[config.mk]
export PLATFORM = sky130hd
export DESIGN_NAME = nlb_cmdq
export DESIGN_NICKNAME = d
export VERILOG_FILES = /design/src/nlb_pkg.sv /design/src/nlb_cmdq.sv
export SDC_FILE = /design/constraint.sdc
export NUM_CORES = 1
export LEC_CHECK = 0
export ABC_AREA = 1
export CAP_MARGIN = 15
export CORE_ASPECT_RATIO = 1.25
export CORE_MARGIN = 5
export CORE_UTILIZATION = 68
export CTS_CLUSTER_SIZE = 10
export DETAILED_ROUTE_END_ITERATION = 7
export DONT_BUFFER_PORTS = 1
export GPL_ROUTABILITY_DRIVEN = 0
export HOLD_SLACK_MARGIN = 0.03
export PLACE_DENSITY = 0.84
export SLEW_MARGIN = 20
export SYNTH_ARGS = -nofsm -noshare
export SYNTH_HDL_FRONTEND = slang
export SYNTH_SLANG_ARGS = --single-unit
[constraint.sdc]
create_clock -name clk_i -period 10.1 [get_ports clk_i]
set_input_delay 1.515 -clock clk_i [delete_from_list [all_inputs] [get_ports clk_i]]
set_output_delay 1.515 -clock clk_i [all_outputs]
set_load 0.01 [all_outputs]
[src/nlb_pkg.sv]
// Shared types and constants for the NV12 letterbox to RGB unit.
`timescale 1ns / 1ps
package nlb_pkg;

  // Widths of sizes, store addresses and divider operands.
  localparam int SZ_W   = 10;
  localparam int ADDR_W = 21;
  localparam int DVD_W  = 21;
  localparam int DVS_W  = 11;
  localparam int CMDQ_DEPTH = 4;

  // BT.601 integer coefficients and the letterbox gray level.
  localparam logic signed [10:0] K_298 = 11'sd298;
  localparam logic signed [10:0] K_409 = 11'sd409;
  localparam logic signed [10:0] K_100 = 11'sd100;
  localparam logic signed [10:0] K_208 = 11'sd208;
  localparam logic signed [10:0] K_516 = 11'sd516;
  localparam logic signed [19:0] ROUND_BIAS = 20'sd128;
  localparam logic signed [9:0]  LUMA_OFS   = 10'sd16;
  localparam logic signed [9:0]  CHROMA_OFS = 10'sd128;
  localparam logic [7:0] GRAY = 8'd114;

  // Configuration register indexes.
  typedef enum logic [2:0] {
    CFG_SRC_WIDTH     = 3'd0,
    CFG_SRC_HEIGHT    = 3'd1,
    CFG_TARGET_WIDTH  = 3'd2,
    CFG_TARGET_HEIGHT = 3'd3
  } cfg_reg_e;

  // Input item opcodes.
  localparam logic OP_LOAD = 1'b0;
  localparam logic OP_EMIT = 1'b1;

  typedef struct packed {
    logic        opcode;
    logic [18:0] byte_address;
    logic [7:0]  byte_value;
  } in_item_t;

  typedef struct packed {
    logic [7:0] red;
    logic [7:0] green;
    logic [7:0] blue;
    logic       is_padding;
    logic       last_of_frame;
    logic       status;
  } out_item_t;

  // Work passed from the front end to the back end.
  typedef enum logic [1:0] {
    CMD_LOAD  = 2'd0,
    CMD_ERROR = 2'd1,
    CMD_PAD   = 2'd2,
    CMD_PIXEL = 2'd3
  } cmd_kind_e;

  typedef struct packed {
    cmd_kind_e         kind;
    logic              last;
    logic [ADDR_W-1:0] addr_y;
    logic [ADDR_W-1:0] addr_uv;
    logic [7:0]        data;
  } cmd_t;

endpackage

[src/nlb_cmdq.sv]
// Short command queue between the front end and the back end.
`timescale 1ns / 1ps
module nlb_cmdq (
  input  logic          clk_i,
  input  logic          rst_ni,
  input  logic          push_i,
  input  nlb_pkg::cmd_t cmd_i,
  output logic          full_o,
  input  logic          pop_i,
  output nlb_pkg::cmd_t cmd_o,
  output logic          empty_o
);
  import nlb_pkg::*;

  localparam int PTR_W = $clog2(CMDQ_DEPTH);

  cmd_t             entry_q [CMDQ_DEPTH];
  logic [PTR_W-1:0] wr_q, rd_q;
  logic [PTR_W:0]   cnt_q;
  logic             do_push, do_pop;

  assign full_o  = (cnt_q == (PTR_W + 1)'(CMDQ_DEPTH));
  assign empty_o = (cnt_q == '0);
  assign do_push = push_i && !full_o;
  assign do_pop  = pop_i && !empty_o;
  assign cmd_o   = entry_q[rd_q];

  // Pointers and fill level.
  always_ff @(posedge clk_i or negedge rst_ni) begin
    if (!rst_ni) begin
      wr_q  <= '0;
      rd_q  <= '0;
      cnt_q <= '0;
    end else begin
      if (do_push) wr_q <= wr_q + 1'b1;
      if (do_pop)  rd_q <= rd_q + 1'b1;
      if (do_push && !do_pop)      cnt_q <= cnt_q + 1'b1;
      else if (do_pop && !do_push) cnt_q <= cnt_q - 1'b1;
    end
  end

  always_ff @(posedge clk_i) begin
    if (do_push) entry_q[wr_q] <= cmd_i;
  end

endmodule

## After elaboration in Yosys (flattened, before gate mapping)

Memories as Yosys holds them, arrays and structs flattened.
Index checks and enable logic that the tools add are counted.

- Bits in read-only memories: 0
- Memories kept: 1
- Word-level logic and storage cells: 23
- Output and inout port bits: 55
- Input bits: 57
- Register bits after elaboration: 7
- Bits in writable memories: 212
- Bits in latches: 0

- Order comparisons: 0
- Add/subtract/negate cells: 4
- Divide/modulo/power cells: 0
- Multiply operators: 0
- Bitwise logic cells: 0
- Mux-type cells: 4
- Reduce and logical (&&, ||, !) cells: 10
- Eq/ne operators: 1
- Shift operators: 0

Memory list:

| name | words | width | rd ports | clocked after memory_dff | wr ports | RTL line | RTL |
|---|---|---|---|---|---|---|---|
| entry_q | 4 | 53 | 1 | 0 | 1 | nlb_cmdq.sv:17 | `cmd_t entry_q [CMDQ_DEPTH];` |

Operator list:

| operator | number |
|---|---|
| $mux W3 | 2 |
| $add A2 B1 Y2 const B | 2 |
| $logic_and A1 B1 Y1 | 4 |
| $logic_not A1 Y1 | 4 |
| $add A3 B1 Y3 const B | 1 |
| $eq A3 B3 Y1 const B | 1 |
| $logic_not A3 Y1 | 1 |
| $sub A3 B1 Y3 const B | 1 |
| $mux W1 | 2 |
| $reduce_bool A2 Y1 | 1 |

## Longest topological paths before layout

Gate-level depths: netlist of the first run.

- Depth in word-level cells: 7
- Gate-level depth with buffers: 12

## Worst setup path after synthesis of the first run

No wires, ideal clock.

- Kind: input to register
- Start: input port push_i
- End: memory entry_q[0][0] in the netlist's numbering (enable)
- Stages on the path: 2
- Arrival: 3,882 ps
- Buffers on the path: 0
- Slack: 5,754 ps
- Path through: nand2_1 > nor2_1

- Longest elaborated chain between the ends: 3

Ends and longest elaborated chain:

| what | RTL line | RTL |
|---|---|---|
| start: declaration | nlb_cmdq.sv:6 | `input logic push_i,` |
| $logic_and A1 B1 Y1 | nlb_cmdq.sv:24 | `assign do_push = push_i && !full_o;` |
| $mux W1 | nlb_cmdq.sv:43 | `if (do_push) entry_q[wr_q] <= cmd_i;` |
| $mux W1 (not written as such) | nlb_cmdq.sv:43 |  |
| end: declaration | nlb_cmdq.sv:17 |  |

No other way between the ends.

==> out/qor.txt, run 1 <==
Top Usage Layer GRT: met2
Worst Clk Skew: 9.51 ps
DR vias: 4,903
Worst IR Drop VDD: 0.269 mV
WL/cell: 18.6 um
CP startpoint kind: register
Top cell by count, worst path: nand2_1
vias in the first global route: 5,107
CP arrival: 2730 ps
Row Count: 47
largest net degree at the start of global routing: 111
CTS buffer count: 25
worst-path cell chain: inv_6 > buf_6 > nand2_1 > o211ai_1 > nand2_1
Clock transition at path regs: 50 ps
element type at the critical path end: output pin
area share of the largest cell type after synthesis: 0.700
clk buf depth: 3
Area Overhead vs Synth: 8.01%
FF-to-FF Start: rd_q[0]
area of the multi-input gates: 1840 um^2
Critical Path RT: 8590 ps
GR Layer Usage met1: 0.228
Die H: 139 um
Root Buffer Master: clkbuf_16
wirelength, routed: 16.1 mm
HPWL Detailed: 9.13 mm
post-synth cell types: 19
initial antenna violation count: 0
Critical path origin: rd_q[0]
Final Hold Violating Endpoints: 0
Synthesis Warnings: 0
worst relative slew slack: 0.407
Hold Slack: 561 ps
status: complete, no violations
Achievable Freq: 235 MHz
DRC: 0
Lkg Pwr: 3.83 nW
CTS tree: yes
flops & latches, synth: 219
FF/Latch Area: 6540 um^2
# resized after CTS: 0
Hold Crit Depth: 2
GRT met3 Usage: 0.0643
nets@finish: 741
die area: 15,800 um^2
Final period util: 0.421
Hold-fix buffers, CTS: 0
syn avg cell area: 13.4 um^2
final setup violation count: 0
H-Tree Depth: 1
commonest non-fill, non-tap cell in the layout: edfxtp_1
first-pass GRT wire length: 25.6 mm
clock latency on the worst-skew pair: 490 ps
area leader, netlist: edfxtp_1
WS Path Type: register to output pin
layout cells sized above 1: 0.115
final setup TNS: 0 ps
Total GRT Usage: 0.207
io pins: 112
max-slew violation count: 0
Synthesized Nets: 742
worst slew pin tran: 889 ps
Final min period: 4250 ps
Detailed Routing Iterations Pass 1: 4
max_cap viols: 0
Post-DRT Antenna Nets: 0
1st-iter DRT viols: 307
grt met2 use: 0.376
PortBufs: 0
R2R cell count: 6
Die W: 113 um
core area: 13,200 um^2
synthesized instance count: 679
GR Overflow Total: 0
Cell Pwr Density: 295 nW/um^2
Cell Area, Synth: 9090 um^2
Setup Fix Bufs, Post-CTS: 0
# diodes: 0
clk sinks: 219
Critical-path top delay cell: buf_6
largest fanout on the critical path: 110
routed vias/inst: 5.66
Worst path max stage delay: 710 ps
post-synthesis sequential area ratio: 0.720
RSZ-0062 raised after global routing: no
Initial Util: 0.690
worst min path class: register to register
HP Start: cnt_q[2]
commonest non-fill, non-tap cells in the layout: edfxtp_1 (212), nand2_1 (177), inv_1 (119), o211ai_1 (66), o211ai_2 (40)
main area contributors after synthesis: edfxtp_1 (70%), nand2_1 (7.3%), o211ai_2 (5.5%)
fillers: 809
## sequential cells by signal, indices dropped and copies added (netlist names)
name and count:
entry_q 212, cnt_q 3, rd_q 2, wr_q 2
## metal layers
| metal | up-vias | wire length, um |
|---|---|---|
| met3 | 27 | 1220 |
| met5 | - | 0 |
| li1 | 2342 | - |
| met1 | 2410 | 5850 |
| met4 | 0 | 342 |
| met2 | 124 | 8670 |
## cell usage after synthesis
cell / n
nand3_1: 7
nor2_1: 4
nand4_1: 1
fa_1: 1
clkbuf_1: 9
buf_2: 5
inv_2: 4
o211ai_2: 40
dfrtp_1: 7
o21ai_0: 1
inv_1: 119
nand2_1: 177
buf_1: 1
xnor2_1: 1
ha_1: 5
buf_6: 18
buf_4: 1
edfxtp_1: 212
o211ai_1: 66
## through the flow
step	util	instances	setup WS, ps	instance area (um^2)	total power (W)
after CTS	0.745	867	5570	9810	0.00293
after global placement	0.692	822	6240	9110	0.00210
after global routing	0.745	867	5640	9820	0.00307
after floorplan	-	679	5750	9090	0.00201
final	0.745	867	5850	9820	0.00289
after detailed placement	0.692	822	6120	9110	0.00216
## worst paths after layout
path / to / slack, ps
worst max register to register: rd_q[1] / 7880
worst min-delay path: cnt_q[2] / 560
worst max-delay path: cmd_o[46] / 5850
worst min register to register: cnt_q[2] / 560
max in group asynchronous: rd_q[1] / 9310
min in group asynchronous: wr_q[0] / 710
## cell type report
class,instances,share of cell area
Clock buffer,45,0.0714
Inverter,123,0.0477
Multi-Input combinational cell,303,0.188
Sequential cell,219,0.666
Tap cell,171,0.0218
Timing Repair Buffer,6,0.00497
## worst max-delay path, delay by kind of cell, from the launching register on
kind | cells | cell delay (ps)
buffers and inverters | 2 | 1280
AND/OR/NAND/NOR | 2 | 300
flip-flops | 1 | 430
AO/OA/AOI/OAI | 1 | 130
## where the power goes
group	leakage, nW	switching, W	internal, W	total [W]
clock	0.332	0.000308	0.000462	0.000770
combinational	1.47	0.000652	0.000218	0.000870
sequential	2.03	0.0000536	0.00120	0.00125
## cell families after synthesis
group | share of synthesized area
buf+inv | 0.0808
xor+xnor | 0.000964
flops | 0.720
fa+ha+maj | 0.00909
simple gates | 0.0793
compound gates | 0.110
Note: power is estimated with default switching activity, not from simulation.
==> run 2: changes to the inputs <==
- CORE_UTILIZATION: 68 -> 57
- PLACE_DENSITY: 0.84 -> 0.75
- clock period: 10.1 -> 3.6 ns (I/O delays scaled with it)
==> run 2 against run 1 <==
  * Non-clock buffer count is 2 higher
  * Largest cell class unchanged
  * Via count is 0.88% higher
  * Total power grew to 2.8 times the previous value
  * Critical path depth did not move
  * Register-to-register slack lost 6500 ps
  * Global-route usage decreased by 2.1 points
  * Final cell count is 5.1% higher
  * Sequential cell count stayed put
  * Clock skew shrank 2.6 ps
==> out/qor.txt, run 2 (synthesized netlist as in run 1, its figures left out) <==
status: complete, no violations (unchanged)
Die W: 123 um (was 113 um)
largest net degree at the start of global routing: 96 (was 111)
first-pass GRT wire length: 26.6 mm (was 25.6 mm)
Post-DRT Antenna Nets: 0 (unchanged)
Critical Path RT: 3060 ps (was 8590 ps)
Cell Pwr Density: 828 nW/um^2 (was 295 nW/um^2)
Area Overhead vs Synth: 9.10% (was 8.01%)
1st-iter DRT viols: 252 (was 307)
Final period util: 0.775
nets@finish: 743 (was 741)
worst path bufs/invs: 2 (unchanged)
max reg flops: 212 (unchanged)
# diodes: 0 (unchanged)
CP arrival: 2250 ps (was 2730 ps)
routed vias/inst: 5.43 (was 5.66)
pre-CTS setup slack: 1320 ps (was 6120 ps)
Clock transition at path regs: 60 ps (was 50 ps)
WS Path Type: register to output pin (unchanged)
CTS tree: yes (unchanged)
CP delay by family, top: buffers and inverters (unchanged)
H-Tree Depth: 1 (unchanged)
Row Count: 51 (was 47)
PortBufs: 0 (unchanged)
Critical-path top delay cell: inv_6 (was buf_6)
dpl cells: 864 (was 822)
die area: 18,600 um^2 (was 15,800 um^2)
Total GRT Usage: 0.185 (was 0.207)
vias in the first global route: 5,186 (was 5,107)
wirelength, routed: 17.1 mm (was 16.1 mm)
Die H: 151 um (was 139 um)
GR Overflow Total: 0 (unchanged)
core area: 15,600 um^2 (was 13,200 um^2)
DRC: 0 (unchanged)
layout cells sized above 1: 0.117 (was 0.115)
Top Registers: entry_q: 212 flops, cnt_q: 3 flops (unchanged)
element type at the critical path end: output pin (unchanged)
CP startpoint kind: register (unchanged)
max-slew violation count: 0 (unchanged)
commonest non-fill, non-tap cells in the layout: edfxtp_1 (212), nand2_1 (177), inv_1 (119), o211ai_1 (66), o211ai_2 (40) (unchanged)
final setup violation count: 0 (unchanged)
Detailed Routing Iterations Pass 1: 5 (was 4)
non-filler cells in the finished layout: 911 (was 867)
PnR worst setup slack: 809 ps (was 5850 ps)
Lkg Pwr: 3.85 nW (was 3.83 nW)
io pins: 112 (unchanged)
HPWL Detailed: 9.80 mm (was 9.13 mm)
Largest Register: entry_q (unchanged)
clock latency on the worst-skew pair: 500 ps (was 490 ps)
RSZ-0062 raised after global routing: no (unchanged)
worst min path class: input port to register (was register to register)
clk sinks: 219 (unchanged)
Worst IR Drop VDD: 0.758 mV (was 0.269 mV)
total power: 0.00821 W (was 0.00289 W)
max_cap viols: 0 (unchanged)
Final Hold Violating Endpoints: 0 (unchanged)
Initial Util: 0.581 (was 0.690)
WL/cell: 18.7 um (was 18.6 um)
largest fanout on the critical path: 95 (was 110)
Top cell by count, worst path: nand2_1 (unchanged)
final setup TNS: 0 ps (unchanged)
worst-path cell chain: inv_6 > buf_12 > nand2_1 > o211ai_1 > nand2_1 (was inv_6 > buf_6 > nand2_1 > o211ai_1 > nand2_1)
worst slew pin tran: 932 ps (was 889 ps)
clk buf depth: 3 (unchanged)
Final min period: 2790 ps
worst relative slew slack: 0.379 (was 0.407)
Worst Clk Skew: 6.91 ps (was 9.51 ps)
Worst path max stage delay: 530 ps (was 710 ps)
commonest non-fill, non-tap cell in the layout: edfxtp_1 (unchanged)
CTS buffer count: 25 (unchanged)
DR vias: 4,946 (was 4,903)
initial antenna violation count: 0 (unchanged)
Achievable Freq: 358 MHz
Root Buffer Master: clkbuf_16 (unchanged)
run 2: changes by cell type in the layout (fill, tap and decap cells not counted):
| cell | delta |
|---|---|
| inv_6 | +1 |
| buf_6 | -1 |
| buf_12 | +2 |
| dlygate4sd3_1 | +1 |
run 2: repair_timing:
| item | 4_1_cts | 5_1_grt |
|---|---|---|
| endpoints found under the hold margin | 7 | 0 |
| gates resized for setup | 0 | 0 |
| hold buffers | 1 | 0 |
| buffers inserted | 0 | 0 |
run 2: routing by layer:
layer  part of all wire  track usage  up-vias  wire (um)
li1                   -            -     2353          -
met2               0.53        0.331      130       9110
met1               0.36        0.206     2425       6060
met5                  0            0        -          0
met4              0.026       0.0616        0        436
met3              0.085       0.0643       38       1450
run 2: power by group:
| part | internal, W | switching, W |
|---|---|---|
| logic | 0.000644 | 0.00186 |
| registers | 0.00337 | 0.000147 |
| clock network | 0.00130 | 0.000895 |
| total | 0.00531 | 0.00290 |
run 2: path summary, 6_finish.rpt:
path                               start       endpoint  slack (ps)  cells after the start
max in group asynchronous         rst_ni        rd_q[1]        2940                      1
worst max-delay path             rd_q[0]      cmd_o[19]         810                      5
worst min register to register  cnt_q[2]       cnt_q[2]         530                      2
worst max register to register  cnt_q[0]       cnt_q[1]        1390                      9
worst min-delay path            cmd_i[3]  entry_q[3][3]         130                      0
min in group asynchronous         rst_ni       cnt_q[2]         380                      1
run 2: stage by stage:
stage / instance area (um^2) / hold WS, ps / util
after CTS: 9910 / 109 / 0.634
final: 9920 / 129 / 0.634
after global placement: 9200 / 245 / 0.588
after floorplan: 9090 / 244 / -
after detailed placement: 9200 / 245 / 0.588
after global routing: 9920 / 106 / 0.634
run 2: area by class of cell:
cell class | count | area, um^2
inverters | 123 | 468
clock inverters | 1 | 8.76
repair buffers | 8 | 87.6
fillers | 1167 | 5720
multi-input cells | 303 | 1840
clock buffers | 45 | 701
well taps | 212 | 265
flip-flops and latches | 219 | 6540
