--- config.mk ---
export PLATFORM = sky130hd
export DESIGN_NAME = nlb_front
export DESIGN_NICKNAME = d
export VERILOG_FILES = /design/src/nlb_pkg.sv /design/src/nlb_div.sv /design/src/nlb_front.sv
export SDC_FILE = /design/constraint.sdc
export NUM_CORES = 2
export LEC_CHECK = 0
export BUFFER_PORTS_ARGS = -buffer_cell sky130_fd_sc_hd__buf_4
export CORE_ASPECT_RATIO = 1.25
export CORE_MARGIN = 4
export CORE_UTILIZATION = 40
export DETAILED_ROUTE_END_ITERATION = 16
export GPL_TIMING_DRIVEN = 0
export HOLD_SLACK_MARGIN = 0.03
export PLACE_DENSITY = 0.66
export SLEW_MARGIN = 20
export SYNTH_ARGS = -nofsm -noshare
export SYNTH_HDL_FRONTEND = slang
export SYNTH_SLANG_ARGS = --single-unit
--- constraint.sdc ---
create_clock -name clk_i -period 11.29 [get_ports clk_i]
set_clock_uncertainty 0.15 [all_clocks]
set_input_delay 1.129 -clock clk_i [delete_from_list [all_inputs] [get_ports clk_i]]
set_output_delay 1.129 -clock clk_i [all_outputs]
set_load 0.03 [all_outputs]
--- src/nlb_pkg.sv ---
// Shared types and constants for the NV12 letterbox to RGB unit.
`timescale 1ns / 1ps
package nlb_pkg;

  // Widths of sizes, store addresses and divider operands.
  localparam int SZ_W   = 10;
  localparam int ADDR_W = 21;
  localparam int DVD_W  = 21;
  localparam int DVS_W  = 11;
  localparam int CMDQ_DEPTH = 4;

  // BT.601 integer coefficients and the letterbox gray level.
  localparam logic signed [10:0] K_298 = 11'sd298;
  localparam logic signed [10:0] K_409 = 11'sd409;
  localparam logic signed [10:0] K_100 = 11'sd100;
  localparam logic signed [10:0] K_208 = 11'sd208;
  localparam logic signed [10:0] K_516 = 11'sd516;
  localparam logic signed [19:0] ROUND_BIAS = 20'sd128;
  localparam logic signed [9:0]  LUMA_OFS   = 10'sd16;
  localparam logic signed [9:0]  CHROMA_OFS = 10'sd128;
  localparam logic [7:0] GRAY = 8'd114;

  // Configuration register indexes.
  typedef enum logic [2:0] {
    CFG_SRC_WIDTH     = 3'd0,
    CFG_SRC_HEIGHT    = 3'd1,
    CFG_TARGET_WIDTH  = 3'd2,
    CFG_TARGET_HEIGHT = 3'd3
  } cfg_reg_e;

  // Input item opcodes.
  localparam logic OP_LOAD = 1'b0;
  localparam logic OP_EMIT = 1'b1;

  typedef struct packed {
    logic        opcode;
    logic [18:0] byte_address;
    logic [7:0]  byte_value;
  } in_item_t;

  typedef struct packed {
    logic [7:0] red;
    logic [7:0] green;
    logic [7:0] blue;
    logic       is_padding;
    logic       last_of_frame;
    logic       status;
  } out_item_t;

  // Work passed from the front end to the back end.
  typedef enum logic [1:0] {
    CMD_LOAD  = 2'd0,
    CMD_ERROR = 2'd1,
    CMD_PAD   = 2'd2,
    CMD_PIXEL = 2'd3
  } cmd_kind_e;

  typedef struct packed {
    cmd_kind_e         kind;
    logic              last;
    logic [ADDR_W-1:0] addr_y;
    logic [ADDR_W-1:0] addr_uv;
    logic [7:0]        data;
  } cmd_t;

endpackage

--- src/nlb_div.sv ---
// Radix-2 restoring divider shared by the front end.
`timescale 1ns / 1ps
module nlb_div (
  input  logic                     clk_i,
  input  logic                     rst_ni,
  input  logic                     start_i,
  input  logic [nlb_pkg::DVD_W-1:0] dividend_i,
  input  logic [nlb_pkg::DVS_W-1:0] divisor_i,
  output logic                     done_o,
  output logic [nlb_pkg::DVD_W-1:0] quotient_o
);
  import nlb_pkg::*;

  localparam int CNT_W = $clog2(DVD_W + 1);

  logic             busy_q, done_q;
  logic [CNT_W-1:0] cnt_q;
  logic [DVS_W-1:0] rem_q, dvs_q;
  logic [DVD_W-1:0] dvd_q;
  logic [DVS_W:0]   trial;
  logic             ge;

  // One quotient bit per cycle.
  assign trial = {rem_q, dvd_q[DVD_W-1]};
  assign ge    = trial >= {1'b0, dvs_q};

  always_ff @(posedge clk_i or negedge rst_ni) begin
    if (!rst_ni) begin
      busy_q <= 1'b0;
      done_q <= 1'b0;
      cnt_q  <= '0;
    end else begin
      done_q <= 1'b0;
      if (start_i && !busy_q) begin
        busy_q <= 1'b1;
        cnt_q  <= CNT_W'(DVD_W);
      end else if (busy_q) begin
        cnt_q <= cnt_q - 1'b1;
        if (cnt_q == CNT_W'(1)) begin
          busy_q <= 1'b0;
          done_q <= 1'b1;
        end
      end
    end
  end

  always_ff @(posedge clk_i) begin
    if (start_i && !busy_q) begin
      dvd_q <= dividend_i;
      dvs_q <= divisor_i;
      rem_q <= '0;
    end else if (busy_q) begin
      rem_q <= ge ? DVS_W'(trial - {1'b0, dvs_q}) : DVS_W'(trial);
      dvd_q <= {dvd_q[DVD_W-2:0], ge};
    end
  end

  assign done_o     = done_q;
  assign quotient_o = dvd_q;

endmodule

--- src/nlb_front.sv ---
// Front end: configuration, frame check, raster walk and source address generation.
`timescale 1ns / 1ps
module nlb_front #(
  parameter int MAX_SRC_WIDTH     = 640,
  parameter int MAX_SRC_HEIGHT    = 480,
  parameter int MAX_TARGET_WIDTH  = 640,
  parameter int MAX_TARGET_HEIGHT = 640
) (
  input  logic              clk_i,
  input  logic              rst_ni,
  input  logic              push,
  output logic              full,
  input  nlb_pkg::in_item_t in_item_i,
  input  logic              cfg_valid_i,
  output logic              cfg_ready_o,
  input  logic [2:0]        cfg_index_i,
  input  logic [9:0]        cfg_data_i,
  output logic              q_push_o,
  output nlb_pkg::cmd_t     q_cmd_o,
  input  logic              q_full_i
);
  import nlb_pkg::*;

  localparam longint unsigned STORE_DEPTH =
      longint'(MAX_SRC_WIDTH) * longint'(MAX_SRC_HEIGHT) * 3 / 2;
  localparam logic [18:0] COUNT_MAX = '1;

  typedef enum logic [9:0] {
    F_IDLE  = 10'b0000000001,
    F_ITEM  = 10'b0000000010,
    F_SCALE = 10'b0000000100,
    F_SZDIV = 10'b0000001000,
    F_PIX   = 10'b0000010000,
    F_STX   = 10'b0000100000,
    F_DIVX  = 10'b0001000000,
    F_DIVY  = 10'b0010000000,
    F_ADDR  = 10'b0100000000,
    F_SEND  = 10'b1000000000
  } fstate_e;

  fstate_e state_q, state_d;

  logic [9:0]      src_w_q, tgt_w_q, tgt_h_q;
  logic [8:0]      src_h_q;
  logic [18:0]     count_q;
  logic [SZ_W-1:0] rx_q, ry_q, sw_q, sh_q;
  logic            fit_w_q;

  in_item_t        item_q;
  logic [19:0]     prod_a_q, prod_b_q, mx_q, my_q, ay_q, auv_q, wh_q;
  logic [SZ_W-1:0] sx_q, sy_q;

  logic [SZ_W-1:0] w, h, tw, th;
  logic [19:0]     wh, frame_bytes;
  logic            addr_ok, origin, row_end, frame_end, in_region;
  logic signed [10:0] xdiff, ydiff, xpad, ypad;
  logic signed [11:0] ox, oy;
  logic            div_start, div_done;
  logic [DVD_W-1:0] div_dvd, div_q;
  logic [DVS_W-1:0] div_dvs;
  logic            advance;

  // Sizes in use, each clamped to 1..max.
  always_comb begin
    w  = (src_w_q == '0) ? SZ_W'(1) :
         (int'(src_w_q) > MAX_SRC_WIDTH) ? SZ_W'(MAX_SRC_WIDTH) : src_w_q;
    h  = (src_h_q == '0) ? SZ_W'(1) :
         (int'(src_h_q) > MAX_SRC_HEIGHT) ? SZ_W'(MAX_SRC_HEIGHT) : SZ_W'(src_h_q);
    tw = (tgt_w_q == '0) ? SZ_W'(1) :
         (int'(tgt_w_q) > MAX_TARGET_WIDTH) ? SZ_W'(MAX_TARGET_WIDTH) : tgt_w_q;
    th = (tgt_h_q == '0) ? SZ_W'(1) :
         (int'(tgt_h_q) > MAX_TARGET_HEIGHT) ? SZ_W'(MAX_TARGET_HEIGHT) : tgt_h_q;
  end

  // Frame size in bytes and load address check.
  assign wh          = 20'(w) * 20'(h);
  assign frame_bytes = wh + (wh >> 1);
  assign addr_ok     = (20'(item_q.byte_address) < frame_bytes) &&
                       (64'(item_q.byte_address) < STORE_DEPTH);
  assign origin      = (rx_q == '0) && (ry_q == '0);

  // Raster position relative to the centered scaled region.
  assign row_end   = (11'(rx_q) + 11'd1) >= 11'(tw);
  assign frame_end = row_end && ((11'(ry_q) + 11'd1) >= 11'(th));
  assign xdiff     = $signed({1'b0, tw}) - $signed({1'b0, sw_q});
  assign ydiff     = $signed({1'b0, th}) - $signed({1'b0, sh_q});
  assign xpad      = (xdiff + $signed({10'b0, xdiff[10]})) >>> 1;
  assign ypad      = (ydiff + $signed({10'b0, ydiff[10]})) >>> 1;
  assign ox        = $signed({2'b00, rx_q}) - 12'(xpad);
  assign oy        = $signed({2'b00, ry_q}) - 12'(ypad);
  assign in_region = !ox[11] && !oy[11] &&
                     (ox[10:0] < {1'b0, sw_q}) && (oy[10:0] < {1'b0, sh_q});

  nlb_div u_div (
    .clk_i      (clk_i),
    .rst_ni     (rst_ni),
    .start_i    (div_start),
    .dividend_i (div_dvd),
    .divisor_i  (div_dvs),
    .done_o     (div_done),
    .quotient_o (div_q)
  );

  // Sequencer for one item at a time.
  always_comb begin
    state_d   = state_q;
    q_push_o  = 1'b0;
    q_cmd_o   = '0;
    div_start = 1'b0;
    div_dvd   = '0;
    div_dvs   = '0;
    advance   = 1'b0;
    case (state_q)
      F_IDLE: begin
        if (push) state_d = F_ITEM;
      end
      F_ITEM: begin
        if (item_q.opcode == OP_LOAD) begin
          q_cmd_o.kind   = CMD_LOAD;
          q_cmd_o.addr_y = ADDR_W'(item_q.byte_address);
          q_cmd_o.data   = item_q.byte_value;
          if (!addr_ok) begin
            state_d = F_IDLE;
          end else if (!q_full_i) begin
            q_push_o = 1'b1;
            state_d  = F_IDLE;
          end
        end else if (origin) begin
          if (20'(count_q) != frame_bytes) begin
            q_cmd_o.kind = CMD_ERROR;
            q_cmd_o.last = 1'b1;
            if (!q_full_i) begin
              q_push_o = 1'b1;
              state_d  = F_IDLE;
            end
          end else begin
            state_d = F_SCALE;
          end
        end else begin
          state_d = F_PIX;
        end
      end
      F_SCALE: begin
        div_start = 1'b1;
        if (prod_a_q <= prod_b_q) begin
          div_dvd = DVD_W'({prod_a_q, 1'b0}) + DVD_W'(w);
          div_dvs = {w, 1'b0};
        end else begin
          div_dvd = DVD_W'({prod_b_q, 1'b0}) + DVD_W'(h);
          div_dvs = {h, 1'b0};
        end
        state_d = F_SZDIV;
      end
      F_SZDIV: begin
        if (div_done) state_d = F_PIX;
      end
      F_PIX: begin
        if (in_region) begin
          state_d = F_STX;
        end else begin
          q_cmd_o.kind = CMD_PAD;
          q_cmd_o.last = frame_end;
          if (!q_full_i) begin
            q_push_o = 1'b1;
            advance  = 1'b1;
            state_d  = F_IDLE;
          end
        end
      end
      F_STX: begin
        div_start = 1'b1;
        div_dvd   = DVD_W'(mx_q);
        div_dvs   = DVS_W'(sw_q);
        state_d   = F_DIVX;
      end
      F_DIVX: begin
        if (div_done) begin
          div_start = 1'b1;
          div_dvd   = DVD_W'(my_q);
          div_dvs   = DVS_W'(sh_q);
          state_d   = F_DIVY;
        end
      end
      F_DIVY: begin
        if (div_done) state_d = F_ADDR;
      end
      F_ADDR: begin
        state_d = F_SEND;
      end
      F_SEND: begin
        q_cmd_o.kind    = CMD_PIXEL;
        q_cmd_o.last    = frame_end;
        q_cmd_o.addr_y  = ADDR_W'(ay_q) + ADDR_W'(sx_q);
        q_cmd_o.addr_uv = ADDR_W'(wh_q) + ADDR_W'(auv_q) + ADDR_W'({sx_q[SZ_W-1:1], 1'b0});
        if (!q_full_i) begin
          q_push_o = 1'b1;
          advance  = 1'b1;
          state_d  = F_IDLE;
        end
      end
      default: state_d = F_IDLE;
    endcase
  end

  assign full        = (state_q != F_IDLE);
  assign cfg_ready_o = 1'b1;

  // Control state: configuration, load count, raster and latched scaled sizes.
  always_ff @(posedge clk_i or negedge rst_ni) begin
    if (!rst_ni) begin
      state_q <= F_IDLE;
      src_w_q <= 10'd640;
      src_h_q <= 9'd480;
      tgt_w_q <= 10'd640;
      tgt_h_q <= 10'd640;
      count_q <= '0;
      rx_q    <= '0;
      ry_q    <= '0;
      sw_q    <= '0;
      sh_q    <= '0;
      fit_w_q <= 1'b0;
    end else begin
      state_q <= state_d;
      if (cfg_valid_i) begin
        case (cfg_index_i)
          CFG_SRC_WIDTH:     src_w_q <= cfg_data_i;
          CFG_SRC_HEIGHT:    src_h_q <= cfg_data_i[8:0];
          CFG_TARGET_WIDTH:  tgt_w_q <= cfg_data_i;
          CFG_TARGET_HEIGHT: tgt_h_q <= cfg_data_i;
          default: ;
        endcase
      end
      // Loads count toward the next frame check, saturating.
      if (state_q == F_ITEM && item_q.opcode == OP_LOAD && state_d == F_IDLE &&
          count_q != COUNT_MAX) begin
        count_q <= count_q + 1'b1;
      end
      if (state_q == F_ITEM && item_q.opcode == OP_EMIT && q_push_o) begin
        count_q <= '0;
      end
      // Latch scaled region size at frame start.
      if (state_q == F_SCALE) begin
        fit_w_q <= (prod_a_q <= prod_b_q);
        if (prod_a_q <= prod_b_q) sw_q <= tw;
        else                      sh_q <= th;
      end
      if (state_q == F_SZDIV && div_done) begin
        if (fit_w_q) sh_q <= (div_q == '0) ? SZ_W'(1) : div_q[SZ_W-1:0];
        else         sw_q <= (div_q == '0) ? SZ_W'(1) : div_q[SZ_W-1:0];
      end
      // Step the raster after each emitted pixel.
      if (advance) begin
        if (row_end) begin
          rx_q <= '0;
          if (frame_end) begin
            ry_q    <= '0;
            count_q <= '0;
          end else begin
            ry_q <= ry_q + 1'b1;
          end
        end else begin
          rx_q <= rx_q + 1'b1;
        end
      end
    end
  end

  // Datapath registers.
  always_ff @(posedge clk_i) begin
    if (state_q == F_IDLE && push) item_q <= in_item_i;
    if (state_q == F_ITEM) begin
      prod_a_q <= 20'(tw) * 20'(h);
      prod_b_q <= 20'(th) * 20'(w);
    end
    if (state_q == F_PIX) begin
      mx_q <= 20'(ox[SZ_W-1:0]) * 20'(w);
      my_q <= 20'(oy[SZ_W-1:0]) * 20'(h);
    end
    if (state_q == F_DIVX && div_done) begin
      sx_q <= (div_q > DVD_W'(w - 1'b1)) ? (w - 1'b1) : div_q[SZ_W-1:0];
    end
    if (state_q == F_DIVY && div_done) begin
      sy_q <= (div_q > DVD_W'(h - 1'b1)) ? (h - 1'b1) : div_q[SZ_W-1:0];
    end
    if (state_q == F_ADDR) begin
      ay_q  <= 20'(sy_q) * 20'(w);
      auv_q <= 20'(sy_q >> 1) * 20'(w);
      wh_q  <= wh;
    end
  end

endmodule

Yosys cells after proc, flatten, opt, wreduce, memory -nomap -nowiden:

Index checks and enable logic that the tools add are counted.

* register bits after elaboration: 347
* input bits: 46
* output and inout port bits: 56
* logic and storage cells: 201

* $add $sub $neg: 23
* multiply operators: 7
* magnitude comparators: 14
* equal/unequal tests: 18
* multiplexer cells: 75
* bitwise gates (word level): 1
* reduce and logical (&&, ||, !) cells: 34

Operators by type and width (number)
* $mux W10: 30
* $mux W19: 6
* $pmux W10 S10: 1
* $mux W21: 4
* $pmux W21 S3: 1
* $mul A10 B10 Y20: 3
* $mul A10 B9 Y19: 3
* $logic_not A10 Y1: 5
* $add A21 B10 Y21: 2
* $gt A21 B21 Y1: 2
* $pmux W21 S2: 1
* $pmux W11 S3: 1
* $gt A10 B10 Y1 const B: 3
* $sub A11 B10 Y12: 2
* $add A10 B1 Y11 const B: 2
* $add A11 B2 Y11: 2
* $ge A11 B10 Y1: 2
* $lt A11 B10 Y1: 2
* $mux W11: 2
* $sub A10 B10 Y11: 2
* $add A20 B10 Y21: 1
* $add A20 B20 Y21: 1
* $add A21 B9 Y21: 1
* $logic_not A21 Y1: 1
* other kinds (48): 92

Longest topological paths before layout:

* depth in word-level cells: 20
* depth in mapped cells: 45
* depth with buffers taken out: 44

By module:

A second synthesis with hierarchy kept.

* cell total of the unflattened synthesis: 4754
* area total of the unflattened synthesis: 44256.2 µm²

Modules (own cells, without submodules)
* nlb_front: instances 1, cells an instance 4536, area each 41688.7 µm², seq. area each 8266.7 µm²
* nlb_div: instances 1, cells an instance 218, area each 2567.5 µm², seq. area each 1356.3 µm²

Worst setup path after synthesis:

No wires, ideal clock.

* kind: register to output
* start point: register src_w_q[3]
* end point: output port q_push_o
* arrival time: 9.276 ns
* required time: 10.011 ns
* setup slack: 0.735 ns
* stages on the path, launching flop included: 40
* path buffers: 1
* cells stage by stage: dfrtp_1 -> or4_1 -> nor2_1 -> a21oi_1 -> nand2_1 -> nand2_1 -> clkinv_1 -> clkbuf_1 -> nand2_1 -> fa_1 -> inv_1 -> fa_1 -> inv_1 -> fa_1 -> fa_1 -> inv_1 -> ha_1 -> o21ai_0 -> (+4 left out) -> xnor2_1 -> ha_1 -> a21o_1 -> or4_1 -> o221ai_1 -> o21ba_2 -> mux2i_1 -> mux2i_1 -> ha_1 -> a211oi_1 -> o2111ai_1 -> a21oi_1 -> a21oi_1 -> a31oi_1 -> o21ai_0 -> o31ai_1 -> inv_1 -> a31oi_1

* cells in the longest elaborated chain, start to end: 10
* elaborated cells on any way between the ends: 14
* classes of those cells: add/sub (1); mul (1); order compare (2); eq/ne (1); mux (7); reduce/logical (2)

RTL lines
* start: declaration: RTL line nlb_front.sv:43 `logic [9:0] src_w_q, tgt_w_q, tgt_h_q;`
* start signal: assignment: RTL line nlb_front.sv:226 `CFG_SRC_WIDTH: src_w_q <= cfg_data_i;`
* $gt A10 B10 Y1: RTL line nlb_front.sv:66 `(int'(src_w_q) > MAX_SRC_WIDTH) ? SZ_W'(MAX_SRC_WIDTH) : src_w_q;`
* $mux W10: RTL line nlb_front.sv:66
* $mux W10 *: RTL line nlb_front.sv:65 `w = (src_w_q == '0) ? SZ_W'(1) :`
* $mul A10 B9 Y19 *: RTL line nlb_front.sv:76 `assign wh = 20'(w) * 20'(h);`
* via wh[12]: RTL line nlb_front.sv:54 `logic [19:0] wh, frame_bytes;`
* $add A19 B18 Y20 *: RTL line nlb_front.sv:77 `assign frame_bytes = wh + (wh >> 1);`
* $lt A19 B20 Y1 or $ne A19 B20 Y1 (tied branches): RTL line nlb_front.sv:78, nlb_front.sv:129
* $logic_and A1 B1 Y1 or $mux W1 (tied branches): RTL line nlb_front.sv:78, nlb_front.sv:129
* $mux W1, on equally long branches: RTL line nlb_front.sv:122, nlb_front.sv:128
* $mux W1 *: RTL line nlb_front.sv:118 `if (item_q.opcode == OP_LOAD) begin`
* $pmux W1 S3 *: RTL line nlb_front.sv:113 `case (state_q)`
* end: declaration: RTL line nlb_front.sv:18 `output logic q_push_o,`

The timed path passes the listed nets; every way through them passes the cells marked *.

Worst setup path in the final report:

* start point: register src_w_q[8]
* end point: output port q_push_o

The elaborated chain is that of the path after synthesis.

==> flow_summary.yaml <==
global_routing:
  grt_max_degree: 80
  grt_pass1_wl_um: 218000
  gr-total-overflow: 0
  antenna_found_initial: 5
  first_global_vias: 36683
  track_usage_pct: 25.3
final_layout:
  multiInputGateArea_sq_um: 31400
  layout-drive-gt1-share_pct: 9.68
  areaGrowthSynthToFinish_pct: 13.1
  regArea_sq_um: 9650
  nNetsFinal: 5983
  nFillCells: 10099
  fin_util_pct: 45.8
  final_cell_area_sq_um: 49000
drt:
  vias: 35882
  totalWireLength_um: 144000
  dr.first_iter.drc_count: 3142
  via_per_inst: 5.61
  drt_pre_antenna_iters: 9
  ant_nets: 0
  drc_errors: 0
  detail_route.wl_per_cell_um: 22.5
clocking:
  cts_hold_buf: 0
  cts_tree: "yes"
  cts_sinks: 343
  clkLatencyLatePin_ns: 0.62
  root_buffer: "clkbuf_16"
  cts_made_buffers: 41
  clk_pin_slew_ns: 0.06
  h-tree-depth: 2
  cts_buffer_depth: 3
synth:
  synth.avg_cell_area_sq_um: 9.18
  dominantRegCellSynth: "edfxtp_1"
  synth.ff_latch_count: 343
  syn_area_sq_um: 43400
  yosys.area.top_type: "fa_1"
  synthArstFlopShare_pct: 33.8
  yosysSeqAreaShare_pct: 22.2
  synth_edf_count: 216
  yosysTopAreaCellShare_pct: 19.6
  syn_inst: 4723
  synth.distinct_cells: 92
  ys_warn_count: 0
  synthTopCellsByArea: "fa_1 (20%), ha_1 (17%), edfxtp_1 (15%)"
setup_path:
  crit_path_start_kind: "register"
  criticalPathCategory: "reg -> out"
  worstPathMaxFanout: 10
  crit_end: "q_push_o"
  slowest_stage: "or4_4"
  critPathArrivalTime_ns: 9.74
  r2r_start: "tgt_w_q[4]"
  crit_start: "src_w_q[8]"
  cp-end-kind: "output port"
  cp_top_family: "compound AO/OA/AOI/OAI gates"
  reg2reg_depth: 39
  slowest_delay_ns: 0.55
  crit_buf_inv: 8
  crit_cells: 40
  r2r-end: "mx_q[17]"
  r2r_setup_slack_ns: 0.27
  cp.required_ns: 10.01
die:
  die_h_um: 376
  dieArea_sq_um: 114000
  ioPinCount: 102
  num_rows: 134
  core_sq_um: 107000
  initial_core_util_pct: 40.5
  die_w_um: 303
job:
  drv_cap: 0
sta:
  finalCritPeriodShare_pct: 97.6
  slew_violations: 0
  hold_violations: 0
  setup_viol: 0
  tightestPinTransition_ns: 1.13
  max_freq_mhz: 90.7
  rsz0062_at_grt: "yes"
  max_slew_margin_pct: 24.4
  min_period_ns: 11.02
place:
  placed_area_sq_um: 46200
  dp_hpwl_um: 117000
  port_buffers: 99
  gp_congestion: 1.02
worst_hold_path:
  hp-class: "in -> async"
outcome:
  status: "completed"
-- synth_stat cells, types with 14 or more instances --
master    number
or3_1         14
edfxtp_1     216
nor4_1        27
o211ai_1      25
nand2_1      487
a21boi_0      26
and2_1        95
dfrtp_1      105
a21oi_1      195
inv_1        663
xnor2_1      172
mux2i_1       48
a211oi_1      22
xor2_1       103
mux2_2        38
clkinv_1      16
o21a_1        39
o21bai_1      20
a31oi_1       19
nor2_1       383
fa_1         424
a21o_1        86
nor3_1        48
clkbuf_1     136
nand3_1       74
ha_1         576
nand4_1       38
nand2b_1      38
o31ai_1       15
nor2b_1       38
o21ai_0      215
and3_1       106
-- stage by stage --
step           setup TNS, ns  hold WS (ns)  setup slack (ns)  instances
6_report                   0         0.280             0.268       6400
5_1_grt               -0.190         0.290            -0.126       6397
4_1_cts               -0.144         0.272            -0.144       6371
3_5_place_dp          -47.98         0.333             -2.66       6273
3_3_place_gp          -47.83         0.322             -2.65       6262
2_1_floorplan              0         0.301             0.735       4735
-- layer usage --
layer	GRT usage [%]	vias to the layer above	wire length (um)
li1	-	16317	-
met1	28.6	17481	51600
met2	42.6	1557	67800
met3	3.64	523	10300
met4	19.8	4	14500
met5	0	-	25
-- placed cells by master (no fill, tap or decap), types with 38 or more instances in the layout --
master,count
inv_1,657
ha_1,565
nand2_1,477
fa_1,423
nor2_1,377
edfxtp_1,216
o21ai_0,208
a21oi_1,182
buf_4,165
xnor2_1,157
and3_1,105
xor2_1,97
dfrtp_1,97
and2_1,92
clkbuf_1,91
a21o_1,86
nand3_1,74
nor3_1,47
mux2i_1,46
clkbuf_16,45
o21a_1,39
nor2b_1,38
nand4_1,38
nand2b_1,38
mux2_2,38
-- layout make-up --
type                       instances  area share, %
antenna                            3         0.0153
buffer                           135           1.46
clock buffer                      47           2.22
clock inverter                    28          0.699
inverter                         681           5.35
multi-input combinational       3562           64.0
sequential                       343           19.7
tap                             1428           3.64
timing repair buffer             173           2.94
-- worst register-to-register path, delay by kind of cell, from the launching register on --
family / cells / cell delay, ns
AOI/OAI and AO/OA: 12 / 2.67
buffers and inverters: 4 / 0.58
adders and majority gates: 9 / 3.78
DFF: 1 / 0.47
and+or+nand+nor: 12 / 2.58
xor gates and xnor gates: 2 / 0.53
-- registers in the layout (all words and copies together), names as in the netlist, 11 cells and up --
signal            count
item_q               28
u_div.dvs_q          11
u_div.quotient_o     21
wh_q                 19
prod_b_q             20
prod_a_q             19
u_div.rem_q          11
auv_q                19
mx_q                 20
my_q                 19
ay_q                 20
count_q              19
-- how the worst min path moves through the flow --
| stage | from | to | slack [ns] | cells after the start |
|---|---|---|---|---|
| final | rst_ni | count_q[16] | 0.28 | 1 |
| after global routing | rst_ni | count_q[16] | 0.29 | 1 |
| after CTS | rst_ni | u_div.cnt_q[3] | 0.27 | 1 |
| after detailed placement | u_div.rem_q[6] | u_div.rem_q[6] | 0.33 | 2 |
| after global placement | u_div.rem_q[9] | u_div.rem_q[9] | 0.32 | 2 |
| after floorplan | u_div.rem_q[2] | u_div.rem_q[2] | 0.30 | 2 |
-- what timing repair did --
| action | CTS | global route |
|---|---|---|
| setup endpoints to repair | 38 | 15 |
| resized for setup | 144 | 121 |
| pin swaps | 18 | 35 |
| setup buffers | 32 | 31 |
| cloned | 0 | 0 |
-- cell families (layout without fill, tap and decap cells) --
kind of cell	Yosys count	count (layout)	synth area share, %
fa+ha+maj	1000	1000	36.2
buf+inv	830	1064	7.21
compound gates	775	775	11.5
mux	86	86	2.09
flops	343	343	22.2
simple gates	1413	1413	15.3
xor+xnor	275	275	5.55
other cells	1	16	0.00865
Power is left out: the tool's default activity adds up to more than one toggle a clock period on the data nets, which glitch-free logic cannot reach.
